`config.mk`:
```
export PLATFORM = sky130hd
export DESIGN_NAME = kmrd_history
export DESIGN_NICKNAME = d
export VERILOG_FILES = /design/src/design/kmrd_pkg.sv /design/src/design/kmrd_history.sv
export SDC_FILE = /design/constraint.sdc
export NUM_CORES = 2
export LEC_CHECK = 0
export ABC_CLOCK_PERIOD_IN_PS = 47600
export BUFFER_PORTS_ARGS = -buffer_cell sky130_fd_sc_hd__buf_2
export CORE_ASPECT_RATIO = 2
export CORE_UTILIZATION = 50
export DETAILED_ROUTE_END_ITERATION = 12
export GPL_ROUTABILITY_DRIVEN = 0
export GPL_TIMING_DRIVEN = 0
export PLACE_DENSITY = 0.68
export REMOVE_ABC_BUFFERS = 1
export SYNTH_ARGS = -nofsm -noshare
export SYNTH_HDL_FRONTEND = slang
export SYNTH_SLANG_ARGS = --single-unit
```
`constraint.sdc`:
```
create_clock -name clk -period 47.6 [get_ports clk]
set_input_delay 0 -clock clk [delete_from_list [all_inputs] [get_ports clk]]
set_output_delay 0 -clock clk [all_outputs]
set_load 0.005 [all_outputs]
```
`src/design/kmrd_pkg.sv`:
```
package kmrd_pkg;

  // Fixed field widths.
  localparam int PIN_W = 64;
  localparam int ROW_W = 3;
  localparam int CFG_W = 4;

  // Debounce window after reset.
  localparam logic [CFG_W-1:0] WINDOW_RESET = 4'd8;

  // Default sizes of the history store.
  localparam int ROWS_DEFAULT  = 8;
  localparam int DEPTH_DEFAULT = 8;

  // Slot pointer update request from the datapath.
  typedef struct packed {
    logic advance;   // an in-range row was processed
    logic last_row;  // that row closes a full matrix scan
  } step_t;

endpackage

```
`src/design/kmrd_history.sv`:
```
module kmrd_history
  import kmrd_pkg::*;
#(
  parameter int ROWS          = ROWS_DEFAULT,
  parameter int HISTORY_DEPTH = DEPTH_DEFAULT,
  localparam int RIDX_W = (ROWS > 1) ? $clog2(ROWS) : 1
) (
  input  logic                                  clk,
  input  logic                                  rst_n,
  input  logic [RIDX_W-1:0]                     row_sel,
  output logic [HISTORY_DEPTH-1:0][PIN_W-1:0]   rd_data,
  input  logic                                  wr_en,
  input  logic [HISTORY_DEPTH-1:0][PIN_W-1:0]   wr_data
);

  // One register-file entry per row holds all of that row's history slots.
  logic [HISTORY_DEPTH-1:0][PIN_W-1:0] row_mem_r [ROWS];
  logic [ROWS-1:0]                     row_valid_r;

  // A row never written since reset reads as all zero.
  assign rd_data = row_valid_r[row_sel] ? row_mem_r[row_sel] : '0;

  always_ff @(posedge clk) begin
    if (wr_en) begin
      row_mem_r[row_sel] <= wr_data;
    end
  end

  always_ff @(posedge clk) begin
    if (!rst_n) begin
      row_valid_r <= '0;
    end else if (wr_en) begin
      row_valid_r[row_sel] <= 1'b1;
    end
  end

endmodule

```
==> results_dict.tcl <==
set metrics [dict create \
    crit_slowest_cell "buf_12" \
    status "finished clean" \
    final_hold_viol_count 0 \
    grt_use_met1 0.326 \
    synth_async_sr_flop_share 0 \
    synth-main-ff-cell "edfxtp_1" \
    drt_iter0_drc 7526 \
    cts_root_buffer "clkbuf_16" \
    drive_gt1_frac 0.197 \
    critPathTopFamily "buffers and inverters" \
    clk_pin_slew_worst_paths_ns 0.06 \
    yosysSeqAreaShare 0.781 \
    final.setup_skew_ns 0 \
    initial_core_util 0.502 \
    met3_usage 0.0748 \
    portBuffers 1029 \
    synth_area_sq_um 158000 \
    cts_tree "built" \
    area_growth_pct 22.7 \
    fp.dieH_um 796 \
    hold_slack_ns 0.112 \
    final_nets 11100 \
    ys_ff_latch 4104 \
    post_cts_buffers 0 \
    crit_chain "buf_12 > buf_16 > buf_16 > buf_16 > buf_16 > buf_16 > mux2i_1 > a211oi_1 > a311oi_1 > nor2_1 > buf_2" \
    wl_per_cell_um 27.0 \
    vias_per_cell 6.01 \
    cts_resized 0 \
    clk_latency_ns 0.87 \
    place_inst 13300 \
    tightest_slew_ns 1.12 \
    wl_um 407000 \
    crit_type "in -> out" \
    maxCapViolCount 0 \
    cpPeakStageDelay_ns 0.61 \
    antenna_found_initial 97 \
    rows 291 \
    final_cell_area_sq_um 194000 \
    overflow 0 \
    syn_inst 8455 \
    die-area_sq_um 318000 \
    vias 90600 \
    cp_num_buf_inv 7 \
    clockBufferDepth 4 \
    place_area_sq_um 172000 \
    grt_max_degree 153 \
    fin_setup_tns_ns 0 \
    numCtsBuffers 345 \
    slew_viol_final 0 \
    fp.dieW_um 399 \
    p_per_area_nw_per_um2 39.0 \
    ant_nets 0 \
    cp-end-kind "output pin" \
    critPathArrivalTime_ns 5.51 \
    grt_pass1_vias 92100 \
    synth_edf_count 4096 \
    synth_warnings 0 \
    io_pins 1030 \
    track_usage 0.247 \
    coreArea_sq_um 314000 \
    drc 0 \
    fmax_mhz 182 \
    timing.critical_path.from_type "input port" \
    fin_util 0.617 \
    finalSetupViolations 0 \
    p_leak_nw 67.4 \
    rsz0062_at_grt "false" \
    stdcell_count 15100 \
    finalCritPeriodShare 0.116 \
    use_met2 0.400 \
    min_period_ns 5.51 \
    holdBufCountCts 1029 \
    crit_fanout 152 \
    cts.sinks 4104 \
    timing.slew.headroom 0.253 \
    detailed_place_hpwl_um 241000 \
    htree_levels 5 \
    worstHoldPathType "in -> reg" \
    path_common_cell "buf_16" \
    synth_cell_type_count 30 \
    dr.pass1.iters 5 \
    grt_first_pass_wirelength_um 592000 \
    vdd_ir_drop_max_mv 0.0463 \
    cp.required_ns 47.60 \
    busiest_layer "met2" \
    avgSynthCellArea_sq_um 18.7 \
]
==> metrics by stage <==
stage | total power, mW | worst slack, ns
after global routing | 7.75 | 41.98
after floorplan | 4.49 | 10.47
after detailed placement | 4.71 | 42.16
final | 7.55 | 42.09
after global placement | 5.39 | -732.42
after CTS | 7.58 | 42.39
==> final timing paths <==
check                              startpoint                          end  slack, ns  cells past startpoint
hold / removal                    wr_data[16]   row_mem_r[4][16]$_DFFE_PP_       0.11                      2
setup / recovery                   row_sel[0]                 rd_data[330]      42.09                     11
hold reg to reg   row_valid_r[7]$_SDFFE_PN0P_  row_valid_r[7]$_SDFFE_PN0P_       0.47                      1
setup reg to reg  row_valid_r[5]$_SDFFE_PN0P_  row_valid_r[5]$_SDFFE_PN0P_      46.99                      1
==> cells in the final DEF, fill, tap and decap left out, types with 15 or more instances in the layout <==
master	count
a211o_1	219
a211oi_1	229
a21oi_1	712
a21oi_2	15
a22oi_1	58
a311oi_1	199
a31oi_1	161
buf_12	148
buf_16	88
buf_2	1026
buf_6	112
buf_8	18
bufinv_16	38
clkbuf_1	61
clkbuf_16	352
clkinv_1	67
clkinv_2	61
clkinvlp_4	18
diode_2	89
dlygate4sd3_1	1029
edfxtp_1	4096
mux2i_1	1234
mux4_2	216
nand2_1	33
nor2_1	263
o22ai_1	360
==> power by group <==
group	leakage, nW	internal (mW)	total [mW]	switching [mW]
clock network	5.44	1.57	2.84	1.27
logic	24.7	0.245	0.583	0.338
registers	37.3	4.10	4.13	0.0298
==> Yosys cell counts, types with 8 or more instances <==
cell | count | share of area
a311oi_1 | 199 | 0.011
buf_2 | 175 | 0.0056
clkbuf_1 | 273 | 0.0065
mux4_2 | 216 | 0.031
dfxtp_1 | 8 | 0.0010
a211oi_1 | 229 | 0.011
a211o_1 | 219 | 0.012
buf_1 | 31 | 0.00074
a31oi_1 | 161 | 0.0064
buf_6 | 49 | 0.0035
edfxtp_1 | 4096 | 0.78
nor2_1 | 271 | 0.0065
a21oi_2 | 15 | 0.00083
o22ai_1 | 360 | 0.014
o21a_1 | 9 | 0.00043
nand2_1 | 33 | 0.00079
buf_4 | 92 | 0.0044
a21oi_1 | 712 | 0.023
a22oi_1 | 58 | 0.0028
mux2i_1 | 1234 | 0.078
==> cells by family after synthesis <==
group,count (synthesis),synth area share
flops,4104,0.781
mux,1450,0.109
buf+inv,622,0.0207
compound gates,1965,0.0816
simple gates,314,0.00762
==> final cells by class <==
class	count	area (sq um)
diodes	89	223
repair buffers	2433	22400
clock inverters	208	2150
clock buffers	413	9040
inverters	1	11.3
multi-input cells	3729	31400
flip-flops and latches	4104	123000
fillers	21800	120000
well taps	4102	5130
==> state kept, by name, summed over array words and instances (netlist names) <==
register and flops:
row_mem_r 4096, row_valid_r 8
==> metal layers <==
metal	vias to the layer above	wire [um]	part of all wire
li1	39200	-	-
met1	46700	160000	0.39
met2	3994	194000	0.48
met3	662	43600	0.11
met4	86	9080	0.022
met5	-	542	0.0013
(Power assumes the default switching activity.)
