## src/design/kmrd_pkg.sv

```systemverilog
package kmrd_pkg;

  // Fixed field widths.
  localparam int PIN_W = 64;
  localparam int ROW_W = 3;
  localparam int CFG_W = 4;

  // Debounce window after reset.
  localparam logic [CFG_W-1:0] WINDOW_RESET = 4'd8;

  // Default sizes of the history store.
  localparam int ROWS_DEFAULT  = 8;
  localparam int DEPTH_DEFAULT = 8;

  // Slot pointer update request from the datapath.
  typedef struct packed {
    logic advance;   // an in-range row was processed
    logic last_row;  // that row closes a full matrix scan
  } step_t;

endpackage

```

## src/design/kmrd_window.sv

```systemverilog
module kmrd_window
  import kmrd_pkg::*;
#(
  parameter int HISTORY_DEPTH = DEPTH_DEFAULT,
  localparam int SLOT_W = (HISTORY_DEPTH > 1) ? $clog2(HISTORY_DEPTH) : 1,
  localparam int WIN_W  = $clog2(HISTORY_DEPTH + 1)
) (
  input  logic              clk,
  input  logic              rst_n,
  input  logic              cfg_we,
  input  logic [CFG_W-1:0]  cfg_wdata,
  input  step_t             step,
  output logic [WIN_W-1:0]  win,
  output logic [SLOT_W-1:0] slot
);

  logic [CFG_W-1:0]  window_r;
  logic [SLOT_W-1:0] slot_r;
  logic [SLOT_W-1:0] slot_nxt;
  logic [WIN_W-1:0]  slot_inc;

  // Clamp the programmed window to the range 1 .. HISTORY_DEPTH.
  always_comb begin
    if (window_r == '0) begin
      win = WIN_W'(1);
    end else if (int'(window_r) > HISTORY_DEPTH) begin
      win = WIN_W'(HISTORY_DEPTH);
    end else begin
      win = WIN_W'(window_r);
    end
  end

  // A pointer at or past the window end selects slot zero.
  assign slot     = (WIN_W'(slot_r) >= win) ? '0 : slot_r;
  assign slot_inc = WIN_W'(slot) + WIN_W'(1);

  // Advance after the last row of a scan; a window write restarts at slot zero.
  always_comb begin
    slot_nxt = slot_r;
    if (cfg_we) begin
      slot_nxt = '0;
    end else if (step.advance) begin
      if (step.last_row) begin
        slot_nxt = (slot_inc >= win) ? '0 : SLOT_W'(slot_inc);
      end else begin
        slot_nxt = slot;
      end
    end
  end

  always_ff @(posedge clk) begin
    if (!rst_n) begin
      window_r <= WINDOW_RESET;
      slot_r   <= '0;
    end else begin
      if (cfg_we) begin
        window_r <= cfg_wdata;
      end
      slot_r <= slot_nxt;
    end
  end

endmodule

```

## config.mk

```make
export PLATFORM = sky130hd
export DESIGN_NAME = kmrd_window
export DESIGN_NICKNAME = d
export VERILOG_FILES = /design/src/design/kmrd_pkg.sv /design/src/design/kmrd_window.sv
export SDC_FILE = /design/constraint.sdc
export NUM_CORES = 1
export LEC_CHECK = 0
export BUFFER_PORTS_ARGS = -buffer_cell sky130_fd_sc_hd__buf_2
export CAP_MARGIN = 25
export CORE_AREA = 2 2 39 41
export CTS_BUF_LIST = sky130_fd_sc_hd__clkbuf_16
export DETAILED_ROUTE_END_ITERATION = 6
export DIE_AREA = 0 0 41 43
export GPL_ROUTABILITY_DRIVEN = 0
export GPL_TIMING_DRIVEN = 0
export MAX_ROUTING_LAYER = met4
export PLACE_DENSITY = 0.64
export SETUP_SLACK_MARGIN = 0.05
export SLEW_MARGIN = 10
export SYNTH_ARGS = -nofsm -noshare
export SYNTH_HDL_FRONTEND = slang
export SYNTH_SLANG_ARGS = --single-unit
export TNS_END_PERCENT = 20
```

## constraint.sdc

```tcl
create_clock -name clk -period 3.1 [get_ports clk]
set_input_delay 0.62 -clock clk [delete_from_list [all_inputs] [get_ports clk]]
set_output_delay 0.62 -clock clk [all_outputs]
set_load 0.1 [all_outputs]
```

==> flow_results.org, run 1 <==
** Worst setup path
- Critical path buffers and inverters :: 0
- The endpoint identified for the worst register-to-register timing path is slot_r[0].
- In this run the critical register-to-register path is launched from window_r[1].
- Critical path data required time :: 3.27 ns
- Data arrives at the worst endpoint at 3.11 ns.
- Worst r2r path cells :: 15
- In this run the worst path has a maximum fanout of 4.
- For flop-to-flop paths, the worst setup slack is between 0.15 and 0.2 ns.
- Critical setup path kind :: reg2reg
- The critical path goes through nor2_2, nor2_2, nor2_4, ha_4, nand2b_4, a211oi_4, nor2_4, nor2_4, ha_4, ha_4, o211ai_1, a21oi_2, a2111oi_4, a21oi_2, a21oi_2.
- STA classifies the critical path startpoint as a flop.
- Slowest-stage cell, CP :: sky130_fd_sc_hd__a2111oi_4
- STA classifies the critical path endpoint as a flop.
- Maximum cell stage delay along the critical path :: roughly 0.47 ns
- Among cell families on the critical path, the largest total delay comes from compound AO/OA/AOI/OAI gates.

** Timing
- Setup repair after global routing could not meet its margin everywhere.
- Post-route worst setup slack :: 0.1571 ns
- Setup TNS after final layout :: 0 ns
- Final clock skew :: roughly 0.00096 ns
- Final Max Tran Viols :: 0
- Worst-case headroom to the max-slew limit :: 0.6790
- Setup violations remaining at the end of the flow were counted as 0.
- Final period util :: 0.9493
- Slew at the pin closest to its max-slew limit :: 0.4849 ns
- Final Hold Vio Count :: 0
- Subtracting the final worst setup slack from the clock period gives about 3 ns.
- Timing-limited maximum frequency :: 339.8 MHz

** Global route
- First-pass GRT wire length :: 1.766 mm
- The number of antenna violations at the first check in global routing is 0.
- Entering global routing, the biggest net connects 7 pins.
- For this run the aggregate overflow at the end of global routing stands at 0.
- The via count of the first global-routing pass is 411.
- GR Util All Layers :: 0.1649

** Layout
- Number of nets in the layout :: 98
- Layout cells sized above 1 :: 0.5750
- Relative to the synthesized area, the layout overhead comes to 57.57%.
- The filler cells instantiated in the layout total 126.
- The number of antenna diodes in the final layout is 0.

** Placement
- Sum of net half-perimeters after detailed placement :: a little over 900 µm
- Number of buffers added on ports :: 14
- Prior to clock tree synthesis, the placed netlist has a worst setup slack of slightly below 0.07 ns.

** Floorplanning
- Cell row count :: 14
- Number of top-level pins :: 16
- Starting density of the core :: 0.3942
- Die Area :: 1763 µm²
- Die height :: 43 µm
- Placeable Area :: 1384 µm²
- The floorplan step set the die width to 41 µm.

** Logic synthesis
- Summing every instance area after synthesis gives 545.5 µm².
- Total of flip-flops plus latches after synthesis :: 7
- Top post-synthesis cells by count :: sky130_fd_sc_hd__ha_1 (8), sky130_fd_sc_hd__dfxtp_1 (7), sky130_fd_sc_hd__nor2_1 (6)
- Count of synthesis-stage warnings from yosys :: 0
- Of the post-synthesis cell area, the dominant cell type holds 0.2569.
- Unique cell type count in the Yosys netlist :: 23
- Number of flops mapped to enable cells by yosys :: 0
- Of all flip-flops after synthesis, the portion carrying an async set or reset was 0.
- Synthesis produced a netlist whose cell count is 58.
- Synthesized area divided by synthesized cell count :: 9.406 µm²
- Summed over all instances, the cell type with the most area after synthesis is sky130_fd_sc_hd__dfxtp_1.
- Yosys attributes the largest share of cell area to sky130_fd_sc_hd__dfxtp_1 (26%), sky130_fd_sc_hd__ha_1 (18%), sky130_fd_sc_hd__mux2i_1 (5.5%), sky130_fd_sc_hd__a2111oi_4 (5.0%), sky130_fd_sc_hd__nor2b_1 (4.6%).
- Dominant cell by count in the synthesized netlist :: sky130_fd_sc_hd__ha_1
- For this run, the leading register cell type out of synthesis is sky130_fd_sc_hd__dfxtp_1.
- Synth Net Count :: 75
- Of the synthesized area, sequential elements account for 0.2569.

** Hold path
- The worst hold path begins at slot_r[1].
- Hold path endpoint :: slot_r[1]
- Counting instances, the worst hold path has a depth of 1.
- In this run the worst hold path is classified as reg2reg.

** CTS
- In this run the number of H-tree levels came out at 1.
- The number of clock buffers added by TritonCTS is 3.
- Clock tree root driver cell :: sky130_fd_sc_hd__clkbuf_16
- Clock tree synthesis found a total of 7 sinks.
- After clock tree synthesis, the flow added hold-fix buffers numbering 0.
- After clock tree synthesis, the clock-pin slew on the worst setup and hold paths is 0.04 ns.
- TritonCTS clock tree :: yes
- For the worst-skew pair, the clock arrives at the later sink with an insertion delay of roughly 0.23 ns.
- In this run the deepest clock path goes through 2 buffers.

** Drt
- Via count :: a little under 500
- DRC viols :: 0
- The first detailed-routing pass ran for 2 iterations.
- Drt via density :: between 5 and 6
- Summed over all layers, the routed wires come to roughly 1.2 mm.
- DRT antenna net count :: 0
- Number of DRC markers in iteration 0 :: 1
- Dividing the detail-routed wire length by the instance count gives 12.69 µm.

** Pwr
- IR drop worst, VDD :: 0.3684 mV
- Power spread over the standard cell area amounts to 634.0 nW/µm².
- Pwr Total :: 544.9 µW
- Static Leakage :: ~0.00041 µW

** Job
- Number of maximum-capacitance violations :: 0

** Run status
- Status :: complete, no violations
==> worst reg2reg max path, stage by stage, from the launching register on <==
cell and delay, ns:
sky130_fd_sc_hd__dfxtp_2 0.31, sky130_fd_sc_hd__nor2_2 0.10, sky130_fd_sc_hd__nor2_2 0.05, sky130_fd_sc_hd__nor2_4 0.12, sky130_fd_sc_hd__ha_4 0.21, sky130_fd_sc_hd__nand2b_4 0.14
sky130_fd_sc_hd__a211oi_4 0.29, sky130_fd_sc_hd__nor2_4 0.08, sky130_fd_sc_hd__nor2_4 0.15, sky130_fd_sc_hd__ha_4 0.23, sky130_fd_sc_hd__ha_4 0.21, sky130_fd_sc_hd__o211ai_1 0.19
sky130_fd_sc_hd__a21oi_2 0.07, sky130_fd_sc_hd__a2111oi_4 0.47, sky130_fd_sc_hd__a21oi_2 0.11, sky130_fd_sc_hd__a21oi_2 0.13
==> report_power, final <==
| group | total, µW | leakage, µW | internal (µW) | switching [µW] |
|---|---|---|---|---|
| clock | 217 | 0.0000423 | 168 | 49.4 |
| sequential | 113 | 0.0000582 | 101 | 12.0 |
| combinational | 215 | 0.000305 | 80.3 | 135 |
==> flip-flops by register name, summed over array words and instances (netlist names) <==
register / count
window_r: 4
slot_r: 3
==> how the worst max path moves through the flow <==
stage / startpoint / to / slack [ns] / cells after the start
2_1_floorplan: window_r[2] / slot_r[0] / -0.61 / 15
3_3_place_gp: window_r[2] / slot_r[0] / 0.12 / 16
3_5_place_dp: window_r[2] / slot_r[0] / 0.07 / 15
4_1_cts: window_r[2] / slot_r[0] / 0.05 / 15
5_1_grt: window_r[1] / slot_r[0] / 0.02 / 16
6_report: window_r[1] / slot_r[0] / 0.16 / 15
==> final cells by class <==
class	instances	area (µm²)	area share
timing repair buffer	18	100.1	0.1164
buffer	2	15.01	0.01747
tap	16	20.02	0.02329
clock buffer	3	75.07	0.08734
multi-input combinational	43	480.5	0.5590
clock inverter	1	3.754	0.004367
sequential	7	142.6	0.1659
inverter	6	22.52	0.02620
==> stage by stage <==
step / util / instance area [µm²] / hold slack [ns] / instances
CTS: 0.5696 / 788.3 / 0.4887 / 92
finish: 0.6212 / 859.6 / 0.5178 / 96
floorplan: - / 619.3 / 0.4438 / 58
global placement: 0.5127 / 709.4 / 0.4709 / 88
global route: 0.6212 / 859.6 / 0.5483 / 96
detailed placement: 0.5127 / 709.4 / 0.4731 / 88
==> repair_timing <==
action                                 4_1_cts  5_1_grt
resized for setup                            0        9
setup endpoints to repair                    0        5
endpoints found under the hold margin        0        0
setup buffers                                0        4
==> kinds of logic (layout without fill, tap and decap cells) <==
| family | Yosys count | in the layout | synth area share |
|---|---|---|---|
| buf+inv | 8 | 30 | 0.06880 |
| fa+ha+maj | 8 | 8 | 0.1835 |
| flops | 7 | 7 | 0.2569 |
| xor+xnor | 1 | 1 | 0.02982 |
| mux | 3 | 3 | 0.05505 |
| simple gates | 17 | 17 | 0.1674 |
| compound gates | 14 | 14 | 0.2385 |
==> placed cells by master, fill, tap and decap left out, drive strengths merged <==
cell	instances
nand2b	3
o31a	1
ha	8
a211oi	1
xnor2	1
dfxtp	7
clkbuf	4
o21ai	2
buf	19
o211ai	2
a2111oi	1
a32o	2
inv	7
and3	1
mux2i	3
nor2b	4
nand2	3
a21oi	5
nor2	6
==> per-layer routing <==
layer  vias up  track usage  part of all wire
met5         -            -                 0
met4         0       0.1200             0.029
met3         4      0.06283             0.046
met2        10       0.2031              0.49
met1       227       0.2104              0.44
li1        250            -                 -
No activity file was read; power rests on OpenSTA's default activity.
==> run 2: changes to the inputs <==
--- a/config.mk
+++ b/config.mk
@@ -14,7 +14,7 @@
 export GPL_ROUTABILITY_DRIVEN = 0
 export GPL_TIMING_DRIVEN = 0
 export MAX_ROUTING_LAYER = met4
-export PLACE_DENSITY = 0.64
+export PLACE_DENSITY = 0.66
 export SETUP_SLACK_MARGIN = 0.05
 export SLEW_MARGIN = 10
 export SYNTH_ARGS = -nofsm -noshare
==> constraint.sdc (replaced) <==
create_clock -name clk -period 2.64 [get_ports clk]
set_input_delay 0.528 -clock clk [delete_from_list [all_inputs] [get_ports clk]]
set_output_delay 0.528 -clock clk [all_outputs]
set_load 0.1 [all_outputs]
==> flow_results.org, run 2 (synthesis results as in run 1) <==
** Run status
- The run finished, with violations left.
- Violated checks :: setup timing

** CTS
- The clock passes through at most 2 buffers.
- Clock tree synthesis selected as its root buffer the cell sky130_fd_sc_hd__clkbuf_16.
- Clock insertion delay at the later pin of the skew report :: 0.23 ns
- After clock tree synthesis, the flow added hold-fix buffers numbering 0.
- Clock transition at the registers of the reported paths :: 0.04 ns
- Maximum level of the CTS H-tree :: 1
- Number of buffers created by CTS :: 3
- Sinks on Clock Net :: 7
- TritonCTS built the clock tree.

** Layout
- After routing the design area is 919.6 µm².
- Top flop regs :: window_r x4, slot_r x3
- Number of nets in the layout :: 102
- The library cells used most frequently in the layout, excluding fill and tap cells, are sky130_fd_sc_hd__buf_2 (12), sky130_fd_sc_hd__buf_4 (9), sky130_fd_sc_hd__inv_1 (6).
- window_r holds more flip-flops than any other register.
- Relative to the synthesized area, the layout overhead comes to 68.58%.
- Fill cells in the final layout number around 120.
- The finished layout holds 100 standard cells, fillers aside.
- 0 antenna diodes ended up in the layout.
- Largest register FFs :: 4
- In the final layout, the share of cells above drive strength 1 is 0.6071.
- Most common library cell in the layout ignoring fill and taps :: sky130_fd_sc_hd__buf_2

** Timing
- On the final layout, the worst clock skew is approximately 0.0015 ns.
- Total setup violations reported at the end of the flow :: 3
- In the finished design, the share of the clock period the worst path needs comes to 1.039.
- Static timing analysis puts the maximum clock frequency at 364.5 MHz.
- Setup slack on the critical path of the routed design comes to -0.1038 ns.
- Final Hold Vio Count :: 0
- Slew at the pin closest to its max-slew limit :: 0.4892 ns
- Final Hold Slack :: 0.4600 ns
- RSZ-0062 raised after global routing :: true
- Final Max Tran Viols :: 0
- Headroom to the max-slew limit came out at 0.6761.
- The smallest clock period supported by the final layout is computed as 2.744 ns.

** Worst setup path
- The slowest stage of the critical path is the sky130_fd_sc_hd__dfxtp_2 cell.
- The critical path goes through nor2_2, nor2_2, nor2_4, ha_4, nand2b_4, a211oi_4, nor2_4, nor2b_4, ha_4, xnor2_4, ha_1, o211ai_1, a21oi_2, a2111oi_4, a21oi_1, a21oi_2.
- In this design, the stage delay of the slowest critical-path cell is 0.31 ns.
- Along the worst path, the maximum fanout reaches 4.
- STA classifies the critical path startpoint as a flop.
- STA puts the critical path data required time at 2.80 ns.
- The critical path is of the reg2reg type.
- STA puts the critical path data arrival time at 2.91 ns.
- Kind of end point of the critical path :: flop

** Drt
- DRC viols :: 0
- Via count :: 513
- In the final routed layout, each cell accounts on average for 13.40 µm.
- The detailed router finished its first iteration with 4 violations.
- Final wirelength :: 1.340 mm
- The detail route stage leaves a number of antenna-violating nets equal to 0.
- In the routed layout, each cell is associated on average with a via count of a little over 5.
- The first detailed-routing pass took 4 iterations.

** Global route
- Entering global routing, the biggest net connects 7 pins.
- Final global-route overflow total :: 0
- The via count of the first global-routing pass was ~490.
- In the global route stage, overall resource usage came out at 0.1938.
- The first global-routing pass estimated 2.145 mm of wire.
- Antenna violations before repair :: 0

** Floorplanning
- Measured along the x axis, the die boundary spans 41 µm.
- The initial utilization of the core area, before any placement, comes to 0.3942.
- The die covers 1763 µm².
- Number of top-level pins :: 16
- Cell row count :: 14
- Die height :: 43 µm
- The region available for standard cell placement spans between 1000 and 1500 µm².

** Hold path
- The tightest min-delay check is of the reg2reg type.

** Placement
- Cell Area, Placed :: 709.4 µm²
- The wire-length estimate of the detail-placed layout is 918 µm.
- Number of buffers added on ports :: 14
- Placed Cells incl. Taps :: 88

** Job
- Across the run, the number of max-cap violations was 0.

** Pwr
- Summed over all cells, the static leakage comes to between 0.0004 and 0.0005 µW.
- VDD sags by at most 0.6966 mV.
- In this run the power density over the cells is between 700 and 800 nW/µm².
-- run 2: cell types whose count changed in the layout (fill, tap and decap cells not counted), sizes merged --
cell  delta
buf      +4
-- run 2: cell type report --
cell class,instances,area (µm²),share of cell area
clock inverters,1,3.754,0.004082
multi-input cells,43,496.7,0.5401
flip-flops and latches,7,143.9,0.1565
repair buffers,22,142.6,0.1551
inverters,6,22.52,0.02449
well taps,16,20.02,0.02177
plain buffers,2,15.01,0.01633
clock buffers,3,75.07,0.08163
-- run 2: report_power, final --
group,switching [µW],internal (µW),leakage (µW)
clock,59.0,197,0.0000423
combinational,159,98.5,0.000329
sequential,14.6,120,0.0000585
-- run 2: final timing paths --
path / startpoint / to / slack (ns) / depth (start not counted)
min: slot_r[0] / slot_r[0] / 0.46 / 1
min reg2reg: slot_r[0] / slot_r[0] / 0.46 / 1
max: window_r[1] / slot_r[0] / -0.10 / 16
max reg2reg: window_r[1] / slot_r[0] / -0.10 / 16
-- run 2: metrics by stage --
stage          total power [µW]  utilization  worst slack (ns)  TNS [ns]
6_report                  648.2       0.6646           -0.1038   -0.2627
5_1_grt                   686.5       0.6646           -0.2773   -0.8720
4_1_cts                   637.3       0.6257           -0.2633   -0.7679
3_5_place_dp              357.3       0.5127           -0.3596    -1.034
3_3_place_gp              353.0       0.5127           -0.3296   -0.9354
2_1_floorplan             319.9            -            -1.074    -4.042
-- run 2: repair_timing --
action                                  in CTS  in global routing
gates resized for setup                      9                  7
endpoints found under the hold margin        0                  0
endpoints found under the setup margin       6                  6
pin swaps                                   13                  3
setup buffers                                5                  3
-- run 2: worst max-delay path: cells and delay by family (launching register included) --
kind	cells	cell delay, ns
xor gates and xnor gates	1	0.11
and+or+nand+nor	6	0.66
adders and majority gates	3	0.62
DFF	1	0.31
AOI/OAI and AO/OA	6	0.97
-- run 2: per-layer routing --
metal,GRT usage,up-vias,wire (µm)
li1,-,255,-
met1,0.2039,238,527
met2,0.3063,18,729
met3,0.04712,2,52
met4,0.1200,0,31
met5,-,-,0
